[src/hw/rtl/ntt_limb_multiplier_defines.svh]
// assertion macros for the ntt limb multiplier
`ifndef NTT_LIMB_MULTIPLIER_DEFINES_SVH
`define NTT_LIMB_MULTIPLIER_DEFINES_SVH

`ifndef NO_ASSERTIONS

// expression holds at every clock edge out of reset
`define NLM_ASSERT(label, expr, msg) \
    label: assert property (@(posedge clk) disable iff (!rst_n) (expr)) \
        else $error(msg);

// consequent holds in the same cycle as the antecedent
`define NLM_ASSERT_IMPL(label, ante, cons, msg) \
    label: assert property (@(posedge clk) disable iff (!rst_n) (ante) |-> (cons)) \
        else $error(msg);

// consequent holds in the cycle after the antecedent
`define NLM_ASSERT_NEXT(label, ante, cons, msg) \
    label: assert property (@(posedge clk) disable iff (!rst_n) (ante) |=> (cons)) \
        else $error(msg);

`else

`define NLM_ASSERT(label, expr, msg)
`define NLM_ASSERT_IMPL(label, ante, cons, msg)
`define NLM_ASSERT_NEXT(label, ante, cons, msg)

`endif

`endif

[src/hw/rtl/nlm_pkg.sv]
// shared constants, types, root tables and command structs of the ntt limb multiplier
package nlm_pkg;

    localparam int N         = 64;
    localparam int LOG_N     = $clog2(N);
    localparam int ADDR_W    = LOG_N;
    localparam int CNT_W     = LOG_N + 1;
    localparam int BF_W      = LOG_N - 1;
    localparam int STG_W     = $clog2(LOG_N);
    localparam int COEF_W    = 30;
    localparam int LIMB_W    = 12;
    localparam int CARRY_W   = 20;
    localparam int ACC_W     = COEF_W + 1 - LIMB_W;
    localparam int PROD_W    = 2 * COEF_W;
    localparam int MU_W      = COEF_W + 1;
    localparam int R_W       = 32;

    localparam logic [31:0] MODULUS   = 32'd998244353;
    localparam logic [31:0] GENERATOR = 32'd3;

    typedef logic [COEF_W-1:0] coef_t;
    typedef coef_t root_tab_t [N];

    // elaboration-time modular helpers
    function automatic logic [31:0] mod_mul_c(input logic [31:0] a, input logic [31:0] b);
        logic [63:0] p;
        p = (64'(a) * 64'(b)) % 64'(MODULUS);
        return p[31:0];
    endfunction

    function automatic logic [31:0] mod_pow_c(input logic [31:0] base, input logic [31:0] e);
        logic [31:0] r;
        logic [31:0] b;
        r = 32'd1;
        b = 32'(64'(base) % 64'(MODULUS));
        for (int k = 0; k < 32; k++)
        begin
            if (e[k])
            begin
                r = mod_mul_c(r, b);
            end
            b = mod_mul_c(b, b);
        end
        return r;
    endfunction

    function automatic root_tab_t make_roots(input logic inverse);
        root_tab_t   tab;
        logic [31:0] w;
        logic [31:0] cur;
        w = mod_pow_c(GENERATOR, (MODULUS - 32'd1) / N);
        if (inverse)
        begin
            w = mod_pow_c(w, MODULUS - 32'd2);
        end
        cur = 32'd1;
        for (int k = 0; k < N; k++)
        begin
            tab[k] = cur[COEF_W-1:0];
            cur = mod_mul_c(cur, w);
        end
        return tab;
    endfunction

    localparam root_tab_t FWD_ROOTS = make_roots(1'b0);
    localparam root_tab_t INV_ROOTS = make_roots(1'b1);

    localparam logic [31:0] NINV_WIDE = mod_pow_c(32'(N), MODULUS - 32'd2);
    localparam coef_t       NINV      = NINV_WIDE[COEF_W-1:0];

    // barrett reciprocal floor(2^(2*COEF_W) / Q)
    localparam logic [63:0]     MU_WIDE = (64'd1 << PROD_W) / 64'(MODULUS);
    localparam logic [MU_W-1:0] MU      = MU_WIDE[MU_W-1:0];

    function automatic logic [ADDR_W-1:0] bit_rev(input logic [ADDR_W-1:0] x);
        logic [ADDR_W-1:0] r;
        for (int k = 0; k < ADDR_W; k++)
        begin
            r[k] = x[ADDR_W-1-k];
        end
        return r;
    endfunction

    // write data source of the coefficient stores
    typedef enum logic [1:0] {
        WSRC_LOAD = 2'd0,
        WSRC_ZERO = 2'd1,
        WSRC_SUM  = 2'd2,
        WSRC_MUL  = 2'd3
    } wsrc_t;

    // operand pair of the modular multiplier
    typedef enum logic [1:0] {
        MOP_BFLY  = 2'd0,
        MOP_POINT = 2'd1,
        MOP_SCALE = 2'd2
    } mop_t;

    typedef struct packed {
        logic [ADDR_W-1:0] rd_addr0;
        logic [ADDR_W-1:0] rd_addr1;
        logic              sel_b;
        logic              we_a;
        logic              we_b;
        logic [ADDR_W-1:0] wr_addr;
        wsrc_t             wr_src;
        logic              bf_latch;
        logic              mul_start;
        mop_t              mul_op;
        logic [ADDR_W-1:0] tw_idx;
        logic              tw_inv;
        logic              emit;
        logic              emit_last;
    } dp_cmd_t;

    typedef struct packed {
        logic mul_done;
    } dp_stat_t;

endpackage

[src/hw/rtl/nlm_controller.sv]
// sequencer for load, zero fill, three transforms, pointwise pass and limb output
`include "ntt_limb_multiplier_defines.svh"

module nlm_controller (
    input  logic              clk,
    input  logic              rst_n,
    input  logic              start,
    input  logic              last,
    output logic              busy,
    output nlm_pkg::dp_cmd_t  cmd,
    input  nlm_pkg::dp_stat_t stat
);

    typedef enum logic [13:0] {
        ST_IDLE     = 14'b00000000000001,
        ST_FILL     = 14'b00000000000010,
        ST_BF_RD    = 14'b00000000000100,
        ST_BF_ADD   = 14'b00000000001000,
        ST_BF_MUL   = 14'b00000000010000,
        ST_BF_WAIT  = 14'b00000000100000,
        ST_PW_RD    = 14'b00000001000000,
        ST_PW_MUL   = 14'b00000010000000,
        ST_PW_WAIT  = 14'b00000100000000,
        ST_OUT_RD   = 14'b00001000000000,
        ST_OUT_MUL  = 14'b00010000000000,
        ST_OUT_WAIT = 14'b00100000000000,
        ST_SPARE_A  = 14'b01000000000000,
        ST_SPARE_B  = 14'b10000000000000
    } state_t;

    typedef enum logic [1:0] {
        PASS_A    = 2'd0,
        PASS_B    = 2'd1,
        PASS_PROD = 2'd2
    } pass_t;

    state_t                         state_reg, state_next;
    pass_t                          pass_reg, pass_next;
    logic [nlm_pkg::CNT_W-1:0]      load_cnt_reg, load_cnt_next;
    logic [nlm_pkg::BF_W-1:0]       bfc_reg, bfc_next;
    logic [nlm_pkg::STG_W-1:0]      stage_reg, stage_next;
    logic [nlm_pkg::ADDR_W-1:0]     idx_reg, idx_next;

    logic [nlm_pkg::STG_W-1:0]      half_log;
    logic [nlm_pkg::ADDR_W-1:0]     lo_mask;
    logic [nlm_pkg::ADDR_W-1:0]     bf_ext;
    logic [nlm_pkg::ADDR_W-1:0]     lowp;
    logic [nlm_pkg::ADDR_W-1:0]     j_w;
    logic [nlm_pkg::ADDR_W-1:0]     jh_w;
    logic [nlm_pkg::ADDR_W-1:0]     j_phys;
    logic [nlm_pkg::ADDR_W-1:0]     jh_phys;
    logic [nlm_pkg::CNT_W-1:0]      cnt_after;
    logic                           last_bfly_of_stage;
    logic                           last_stage;

    // butterfly index decode
    always_comb
    begin
        half_log = nlm_pkg::STG_W'(nlm_pkg::LOG_N - 1) - stage_reg;
        lo_mask  = (nlm_pkg::ADDR_W'(1) << half_log) - nlm_pkg::ADDR_W'(1);
        bf_ext   = {1'b0, bfc_reg};
        lowp     = bf_ext & lo_mask;
        j_w      = ((bf_ext & ~lo_mask) << 1) | lowp;
        jh_w     = j_w | (nlm_pkg::ADDR_W'(1) << half_log);
        // product pass works on bit-reversed physical positions
        j_phys   = (pass_reg == PASS_PROD) ? nlm_pkg::bit_rev(j_w) : j_w;
        jh_phys  = (pass_reg == PASS_PROD) ? nlm_pkg::bit_rev(jh_w) : jh_w;
        last_bfly_of_stage = (bfc_reg == nlm_pkg::BF_W'(nlm_pkg::N / 2 - 1));
        last_stage         = (stage_reg == nlm_pkg::STG_W'(nlm_pkg::LOG_N - 1));
        cnt_after = (load_cnt_reg < nlm_pkg::CNT_W'(nlm_pkg::N))
                  ? load_cnt_reg + nlm_pkg::CNT_W'(1) : load_cnt_reg;
    end

    // next state and commands
    always_comb
    begin
        state_next    = state_reg;
        pass_next     = pass_reg;
        load_cnt_next = load_cnt_reg;
        bfc_next      = bfc_reg;
        stage_next    = stage_reg;
        idx_next      = idx_reg;

        cmd           = '0;
        cmd.wr_src    = nlm_pkg::WSRC_LOAD;
        cmd.mul_op    = nlm_pkg::MOP_BFLY;
        cmd.sel_b     = (pass_reg == PASS_B);
        cmd.tw_inv    = (pass_reg != PASS_PROD);
        cmd.tw_idx    = lowp << stage_reg;
        cmd.rd_addr0  = idx_reg;
        cmd.rd_addr1  = idx_reg;
        cmd.wr_addr   = idx_reg;

        unique case (state_reg)
            ST_IDLE:
            begin
                cmd.wr_addr = load_cnt_reg[nlm_pkg::ADDR_W-1:0];
                if (start)
                begin
                    if (load_cnt_reg < nlm_pkg::CNT_W'(nlm_pkg::N))
                    begin
                        cmd.we_a = 1'b1;
                        cmd.we_b = 1'b1;
                    end
                    load_cnt_next = cnt_after;
                    if (last)
                    begin
                        if (cnt_after < nlm_pkg::CNT_W'(nlm_pkg::N))
                        begin
                            state_next = ST_FILL;
                        end
                        else
                        begin
                            load_cnt_next = '0;
                            pass_next     = PASS_A;
                            stage_next    = '0;
                            bfc_next      = '0;
                            state_next    = ST_BF_RD;
                        end
                    end
                end
            end
            ST_FILL:
            begin
                cmd.wr_addr   = load_cnt_reg[nlm_pkg::ADDR_W-1:0];
                cmd.wr_src    = nlm_pkg::WSRC_ZERO;
                cmd.we_a      = 1'b1;
                cmd.we_b      = 1'b1;
                load_cnt_next = load_cnt_reg + nlm_pkg::CNT_W'(1);
                if (load_cnt_reg == nlm_pkg::CNT_W'(nlm_pkg::N - 1))
                begin
                    load_cnt_next = '0;
                    pass_next     = PASS_A;
                    stage_next    = '0;
                    bfc_next      = '0;
                    state_next    = ST_BF_RD;
                end
            end
            ST_BF_RD:
            begin
                cmd.rd_addr0 = j_phys;
                cmd.rd_addr1 = jh_phys;
                state_next   = ST_BF_ADD;
            end
            ST_BF_ADD:
            begin
                cmd.rd_addr0 = j_phys;
                cmd.rd_addr1 = jh_phys;
                cmd.bf_latch = 1'b1;
                state_next   = ST_BF_MUL;
            end
            ST_BF_MUL:
            begin
                // sum goes back to the lower position while the difference is multiplied
                cmd.mul_start = 1'b1;
                cmd.wr_addr   = j_phys;
                cmd.wr_src    = nlm_pkg::WSRC_SUM;
                cmd.we_a      = (pass_reg != PASS_B);
                cmd.we_b      = (pass_reg == PASS_B);
                state_next    = ST_BF_WAIT;
            end
            ST_BF_WAIT:
            begin
                cmd.wr_addr = jh_phys;
                cmd.wr_src  = nlm_pkg::WSRC_MUL;
                if (stat.mul_done)
                begin
                    cmd.we_a   = (pass_reg != PASS_B);
                    cmd.we_b   = (pass_reg == PASS_B);
                    state_next = ST_BF_RD;
                    bfc_next   = bfc_reg + nlm_pkg::BF_W'(1);
                    if (last_bfly_of_stage)
                    begin
                        stage_next = stage_reg + nlm_pkg::STG_W'(1);
                        if (last_stage)
                        begin
                            stage_next = '0;
                            idx_next   = '0;
                            case (pass_reg)
                                PASS_A:
                                begin
                                    pass_next = PASS_B;
                                end
                                PASS_B:
                                begin
                                    state_next = ST_PW_RD;
                                end
                                default:
                                begin
                                    state_next = ST_OUT_RD;
                                end
                            endcase
                        end
                    end
                end
            end
            ST_PW_RD:
            begin
                state_next = ST_PW_MUL;
            end
            ST_PW_MUL:
            begin
                cmd.mul_start = 1'b1;
                cmd.mul_op    = nlm_pkg::MOP_POINT;
                state_next    = ST_PW_WAIT;
            end
            ST_PW_WAIT:
            begin
                cmd.wr_src = nlm_pkg::WSRC_MUL;
                if (stat.mul_done)
                begin
                    cmd.we_a   = 1'b1;
                    idx_next   = idx_reg + nlm_pkg::ADDR_W'(1);
                    state_next = ST_PW_RD;
                    if (idx_reg == nlm_pkg::ADDR_W'(nlm_pkg::N - 1))
                    begin
                        pass_next  = PASS_PROD;
                        stage_next = '0;
                        bfc_next   = '0;
                        state_next = ST_BF_RD;
                    end
                end
            end
            ST_OUT_RD:
            begin
                state_next = ST_OUT_MUL;
            end
            ST_OUT_MUL:
            begin
                cmd.mul_start = 1'b1;
                cmd.mul_op    = nlm_pkg::MOP_SCALE;
                state_next    = ST_OUT_WAIT;
            end
            ST_OUT_WAIT:
            begin
                if (stat.mul_done)
                begin
                    cmd.emit      = 1'b1;
                    cmd.emit_last = (idx_reg == nlm_pkg::ADDR_W'(nlm_pkg::N - 1));
                    idx_next      = idx_reg + nlm_pkg::ADDR_W'(1);
                    state_next    = cmd.emit_last ? ST_IDLE : ST_OUT_RD;
                end
            end
            default:
            begin
                state_next = ST_IDLE;
            end
        endcase
    end

    assign busy = (state_reg != ST_IDLE);

    // control registers
    always_ff @(posedge clk or negedge rst_n)
    begin
        if (!rst_n)
        begin
            state_reg    <= ST_IDLE;
            pass_reg     <= PASS_A;
            load_cnt_reg <= '0;
            bfc_reg      <= '0;
            stage_reg    <= '0;
            idx_reg      <= '0;
        end
        else
        begin
            state_reg    <= state_next;
            pass_reg     <= pass_next;
            load_cnt_reg <= load_cnt_next;
            bfc_reg      <= bfc_next;
            stage_reg    <= stage_next;
            idx_reg      <= idx_next;
        end
    end

    `NLM_ASSERT(a_cnt_range, load_cnt_reg <= nlm_pkg::CNT_W'(nlm_pkg::N), "load count past length")
    `NLM_ASSERT_NEXT(a_last_busy, start && !busy && last, busy, "last transaction did not start multiply")
    `NLM_ASSERT_IMPL(a_emit_done, cmd.emit, stat.mul_done, "limb emitted without multiplier result")
    `NLM_ASSERT_IMPL(a_start_idle_mul, cmd.mul_start, !stat.mul_done, "multiply started over a pending result")

endmodule

[config.mk]
export PLATFORM = sky130hd
export DESIGN_NAME = nlm_controller
export DESIGN_NICKNAME = d
export VERILOG_FILES = /design/src/hw/rtl/nlm_pkg.sv /design/src/hw/rtl/nlm_controller.sv
export VERILOG_INCLUDE_DIRS = /design/src /design/src/hw/rtl
export SDC_FILE = /design/constraint.sdc
export NUM_CORES = 1
export LEC_CHECK = 0
export ABC_AREA = 1
export BUFFER_PORTS_ARGS = -buffer_cell sky130_fd_sc_hd__buf_2
export CORE_ASPECT_RATIO = 1.2
export CORE_MARGIN = 5
export CORE_UTILIZATION = 45
export DETAILED_ROUTE_END_ITERATION = 12
export PLACE_DENSITY = 0.72
export SYNTH_ARGS = -nofsm -noshare
export SYNTH_HDL_FRONTEND = slang
export SYNTH_SLANG_ARGS = --single-unit
[constraint.sdc]
create_clock -name clk -period 2.95 [get_ports clk]
set_clock_uncertainty 0.2 [all_clocks]
set_input_delay 0.7375 -clock clk [delete_from_list [all_inputs] [get_ports clk]]
set_output_delay 0.7375 -clock clk [all_outputs]
set_load 0.005 [all_outputs]
**After elaboration in Yosys (flattened, before gate mapping)**

Index checks and enable logic that the tools add are counted.

- Add/sub/neg operators: 6
- Multipliers: 0
- Div/mod/pow operators: 0
- Magnitude comparators: 2
- Equal/unequal tests: 33
- Shift operators: 2
- Muxes and demuxes: 68
- Bitwise operators: 5
- Reduce and logical (&&, ||, !) cells: 14

Operator list:

| operator | count |
|---|---|
| 14-bit one-hot mux with 12 select lines | 1 |
| 14-bit two-way mux | 6 |
| 7-bit two-way mux | 6 |
| 6-bit two-way mux | 6 |
| 5-bit two-way mux | 7 |
| 10-bit two-way mux | 3 |
| 2-bit two-way mux | 15 |
| 3-bit two-way mux | 10 |
| 7-bit one-hot mux with 4 select lines | 1 |
| 2-bit inequality test (second input constant) | 11 |
| 10-bit one-hot mux with 2 select lines | 1 |
| 5-bit one-hot mux with 4 select lines | 1 |
| 14-bit by 1-bit == test with 1-bit output (second input constant) | 1 |
| 14-bit by 10-bit == test with 1-bit output (second input constant) | 1 |
| 14-bit by 11-bit == test with 1-bit output (second input constant) | 1 |
| 14-bit by 12-bit == test with 1-bit output (second input constant) | 1 |
| 14-bit by 2-bit == test with 1-bit output (second input constant) | 1 |
| 14-bit by 3-bit == test with 1-bit output (second input constant) | 1 |
| 14-bit by 4-bit == test with 1-bit output (second input constant) | 1 |
| 14-bit by 5-bit == test with 1-bit output (second input constant) | 1 |
| 14-bit by 6-bit == test with 1-bit output (second input constant) | 1 |
| 14-bit by 7-bit == test with 1-bit output (second input constant) | 1 |
| 14-bit by 8-bit == test with 1-bit output (second input constant) | 1 |
| 14-bit by 9-bit == test with 1-bit output (second input constant) | 1 |
| other kinds (41) | 50 |

- Register bits after elaboration: 37
- Bits in latches: 0
- Memory bits (writable): 0
- ROM bits: 0
- Output and inout bits: 37
- Word-level logic and storage cells: 136
- Memories kept: 0

**Depth between registers and ports, before layout**

- Depth in word-level cells: 9
- Depth in mapped cells: 16

**Worst setup path after synthesis**

Ideal clock, no wire load.

- Path type: reg-to-output
- Start: register stage_reg[0] (netlist bit)
- End: output cmd[6] (netlist bit)
- Arrival time: 2180 ps
- Data required time: 2013 ps
- Path slack: -168 ps
- Stages on the path, launching flop included: 15
- Path buffers: 1
- Cell sequence: dfrtp_1 clkbuf_1 clkinv_1 ha_1 inv_1 nor2_1 inv_1 ha_1 nor2_1 inv_1 o21ai_0 or2_2 nand2_1 o21bai_1 inv_1

RTL lines:

| what | line | source |
|---|---|---|
| start: declaration | nlm_controller.sv:41 | `logic [nlm_pkg::STG_W-1:0] stage_reg, stage_next;` |
| start signal: assignment | nlm_controller.sv:271 | `stage_reg <= stage_next;` |
| end: declaration | nlm_controller.sv:10 | `output nlm_pkg::dp_cmd_t cmd,` |

==> flow_metrics.py <==
metrics = {
    "yosys": {
        "ys_types": 44,
        "synth-seq-cells": 35,
        "synth_top_area_share_pct": 24.5,
        "ys.warnings.count": 0,
        "yosys.area.top_type": "dfrtp_1",
        "synth_xor_area_share_pct": 1.52,
        "synthAdderAreaFrac_pct": 3.97,
        "synthesis.area_um2": 3470,
        "avgSynthCellArea_um2": 6.42,
        "synthTopCellsByArea": "dfrtp_1, nand2_1, nand3_1, inv_1, nor2_1",
        "synthMuxAreaShare_pct": 0,
        "yosys.area_share.simple_pct": 46.3,
        "ys_async_sr_fraction_pct": 100,
        "synth-seq-area-share_pct": 25.3,
        "synth_edf_count": 0,
        "synth_compound_area_share_pct": 12.3,
        "mappedNetlistNets": 556,
        "syn_inst": 540,
        "synthFlopType": "dfrtp_1",
        "synth_top_family_by_area": "simple AND/OR/NAND/NOR gates",
    },
    "detailed_routing": {
        "detail_route.wl_per_cell_um": 14.7,
        "drt_wl_total_um": 10400,
        "vias_per_cell": 5.43,
        "drc_errors": 0,
        "drtAntennaViolNets": 0,
        "vias": 3831,
        "drt_iter0_markers": 166,
        "drt-pass1-iter-count": 5,
        "met2WireLength_um": 5280,
        "top_layer_used": "met4",
        "wl_met3_um": 456,
        "wl_met1_um": 4290,
    },
    "global_route": {
        "grt_pass1_vias": 3565,
        "grtUsageTotal_pct": 20.9,
        "grt_pass1_wl_um": 16700,
        "grt_max_degree": 36,
        "grt-ovfl-total": 0,
        "antenna_found_initial": 0,
    },
    "cells_and_area": {
        "finalInstanceArea_um2": 4340,
        "regArea_um2": 881,
        "syn2layout_area_growth_pct": 25.3,
        "n_fill_cell": 755,
        "layout.nets": 628,
        "multi_input_area_um2": 2480,
        "layout-drive-gt1-share_pct": 30.0,
        "final_core_util_pct": 57.0,
        "antenna_cells": 0,
        "largest_reg_flops": 12,
    },
    "setup_path": {
        "crit_buf_inv": 4,
        "worst_setup_path_start_kind": "flip-flop",
        "cp_cell_sequence": "inv_4 > ha_4 > nor2_4 > inv_2 > ha_4 > nand2_2 > nand2_2 > nand2_2 > o211ai_1 > inv_1 > nand2_2 > nand3_2 > nand4_1 > buf_2",
        "crit_path_end_kind": "output pin",
        "worst_ep_arrival_time_ns": 2.21,
        "critPathSlowestCell": "dfrtp_2",
        "required_ns": 2.01,
        "crit_path_max_fanout": 3,
        "path_delay_family": "simple AND/OR/NAND/NOR gates",
        "worst-setup-path-type": "flip-flop to output pin",
        "slowest_delay_ns": 0.43,
        "worst_path_most_repeated_cell": "nand2_2",
    },
    "cts": {
        "worst_skew_pair.late_latency_ns": 0.30,
        "cts_max_path_buffers": 2,
        "clock_sinks": 35,
        "clock-root-buffer": "clkbuf_8",
        "clk_pin_slew_ns": 0.09,
        "cts_made_buffers": 5,
        "cts_tree": "built",
        "ctsHoldBuffers": 0,
        "h-tree-depth": 2,
    },
    "sta": {
        "min_period_over_period_pct": 107,
        "setup_viol": 23,
        "holdWs_ns": 0.314,
        "rsz0062_at_grt": "true",
        "worstMarginPinSlew_ns": 0.809,
        "max_clock_freq_ghz": 0.318,
        "fin_ws_ns": -0.198,
        "relSlewSlack_pct": 46.0,
        "fin_crit_ns": 3.15,
        "finalMaxSlewViolations": 0,
        "finalHoldViolCount": 0,
    },
    "die": {
        "core_um2": 7620,
        "die_h_um": 106,
        "die_x_um": 90.1,
        "die-area_um2": 9560,
        "rows": 35,
        "start_util_pct": 45.5,
        "ios": 42,
    },
    "pwr": {
        "power_frac_seq_pct": 22.6,
        "powerDensity_nw_per_um2": 730,
        "p_int_mw": 1.52,
        "switching_power_mw": 1.65,
        "pwr-share-comb_pct": 66.0,
        "p_leak_nw": 2.36,
        "pwr-share-clk_pct": 11.4,
        "vdd_ir_drop_max_v": 0.000416,
        "swShare_pct": 52.0,
    },
    "placement": {
        "numPortBuffers": 41,
        "place_area_um2": 3900,
        "dp_hpwl_um": 7940,
        "gp_congestion": 0.947,
    },
    "run": {
        "max_cap_viol_count": 0,
    },
    "outcome": {
        "status": "complete, but fails checks",
        "violations": "setup timing",
    },
    "worst_hold_path": {
        "holdCritPathClass": "primary input to async pin",
    },
}
==> per-layer routing <==
metal | track usage (%) | up-vias
met1 | 23.8 | 1772
met5 | 0 | -
li1 | - | 1905
met4 | 9.04 | 0
met3 | 2.90 | 29
met2 | 38.7 | 125
==> synthesized netlist by cell type, types with 3 or more instances <==
master	number
inv_1	81
nor2_2	11
nor4_1	5
nand3_2	4
nor2_4	6
o21ai_1	7
nor3_1	14
dfrtp_1	34
inv_2	6
a21oi_1	18
nand2_4	7
clkbuf_1	3
nand2_1	140
o21ai_0	23
nor2_1	47
nand3b_1	3
nand3_1	62
nand4_1	14
o211ai_1	4
xor2_1	6
o21ai_2	4
ha_1	11
==> layout make-up <==
cell class / instances / area share [%]
clock buffers: 8 / 1.84
well taps: 92 / 2.65
inverters: 89 / 7.95
multi-input cells: 410 / 57.1
repair buffers: 71 / 10.2
flip-flops and latches: 35 / 20.3
==> power by group through the flow <==
stage / clock network [mW] / logic [mW] / registers [mW]
2_1_floorplan: 0 / 1.41 / 0.691
3_3_place_gp: 0 / 1.93 / 0.717
3_5_place_dp: 0 / 1.97 / 0.723
4_1_cts: 0.359 / 2.01 / 0.713
5_1_grt: 0.382 / 2.32 / 0.737
6_report: 0.361 / 2.09 / 0.717
==> kinds of logic after synthesis <==
| family | after synthesis |
|---|---|
| AO/OA/AOI/OAI | 70 |
| flip-flops | 35 |
| XOR/XNOR | 6 |
| AND/OR/NAND/NOR | 323 |
| buffers and inverters | 95 |
| adder cells (fa/ha/maj) | 11 |
==> placed cells by master, fill, tap and decap left out, types with 3 or more instances in the layout <==
master	count
nand2_1	124
ha_1	6
dfrtp_2	3
clkbuf_8	5
nand2_4	9
buf_6	3
nand3b_1	3
buf_4	27
o211ai_1	4
nor2_4	12
nor2_1	42
ha_4	4
clkbuf_1	3
a21oi_1	18
nor3_2	3
o21ai_0	9
nand3_1	55
nor3_1	13
buf_2	41
o21ai_2	11
inv_1	71
nor4_1	5
nand3_2	9
dfrtp_1	31
nand2_2	15
nand4_1	14
xor2_1	6
nand2_8	3
nor2_2	10
o21ai_1	13
inv_2	14
==> repair_timing <==
action                                  in CTS  in global routing
buffers inserted                             6                  6
endpoints found under the hold margin        0                  0
pin swaps                                   17                 28
gates resized for setup                     48                 41
endpoints found under the setup margin      25                 25
==> stage by stage <==
step	std cells	power (mW)	setup WS (ns)	TNS [ns]
final	705	3.17	-0.198	-3.37
after global routing	705	3.43	-0.314	-5.58
after CTS	699	3.09	-0.151	-2.41
after detailed placement	685	2.69	-0.0347	-0.140
after global placement	685	2.64	-0.00748	-0.00748
after floorplan	540	2.10	0.0133	0
==> final timing paths <==
| kind | start | end | slack (ns) | depth (start not counted) |
|---|---|---|---|---|
| worst max-delay path | stage_reg[1] | cmd[17] | -0.20 | 14 |
| worst min-delay path | rst_n | idx_reg[2] | 0.31 | 1 |
| worst max register to register | load_cnt_reg[1] | load_cnt_reg[2] | 0.56 | 11 |
| worst min register to register | state_reg[3] | state_reg[3] | 0.32 | 1 |
| max in group asynchronous | rst_n | state_reg[3] | 1.66 | 1 |
| min in group clk | state_reg[3] | state_reg[3] | 0.32 | 1 |
Power figures use the tool's default switching activity.
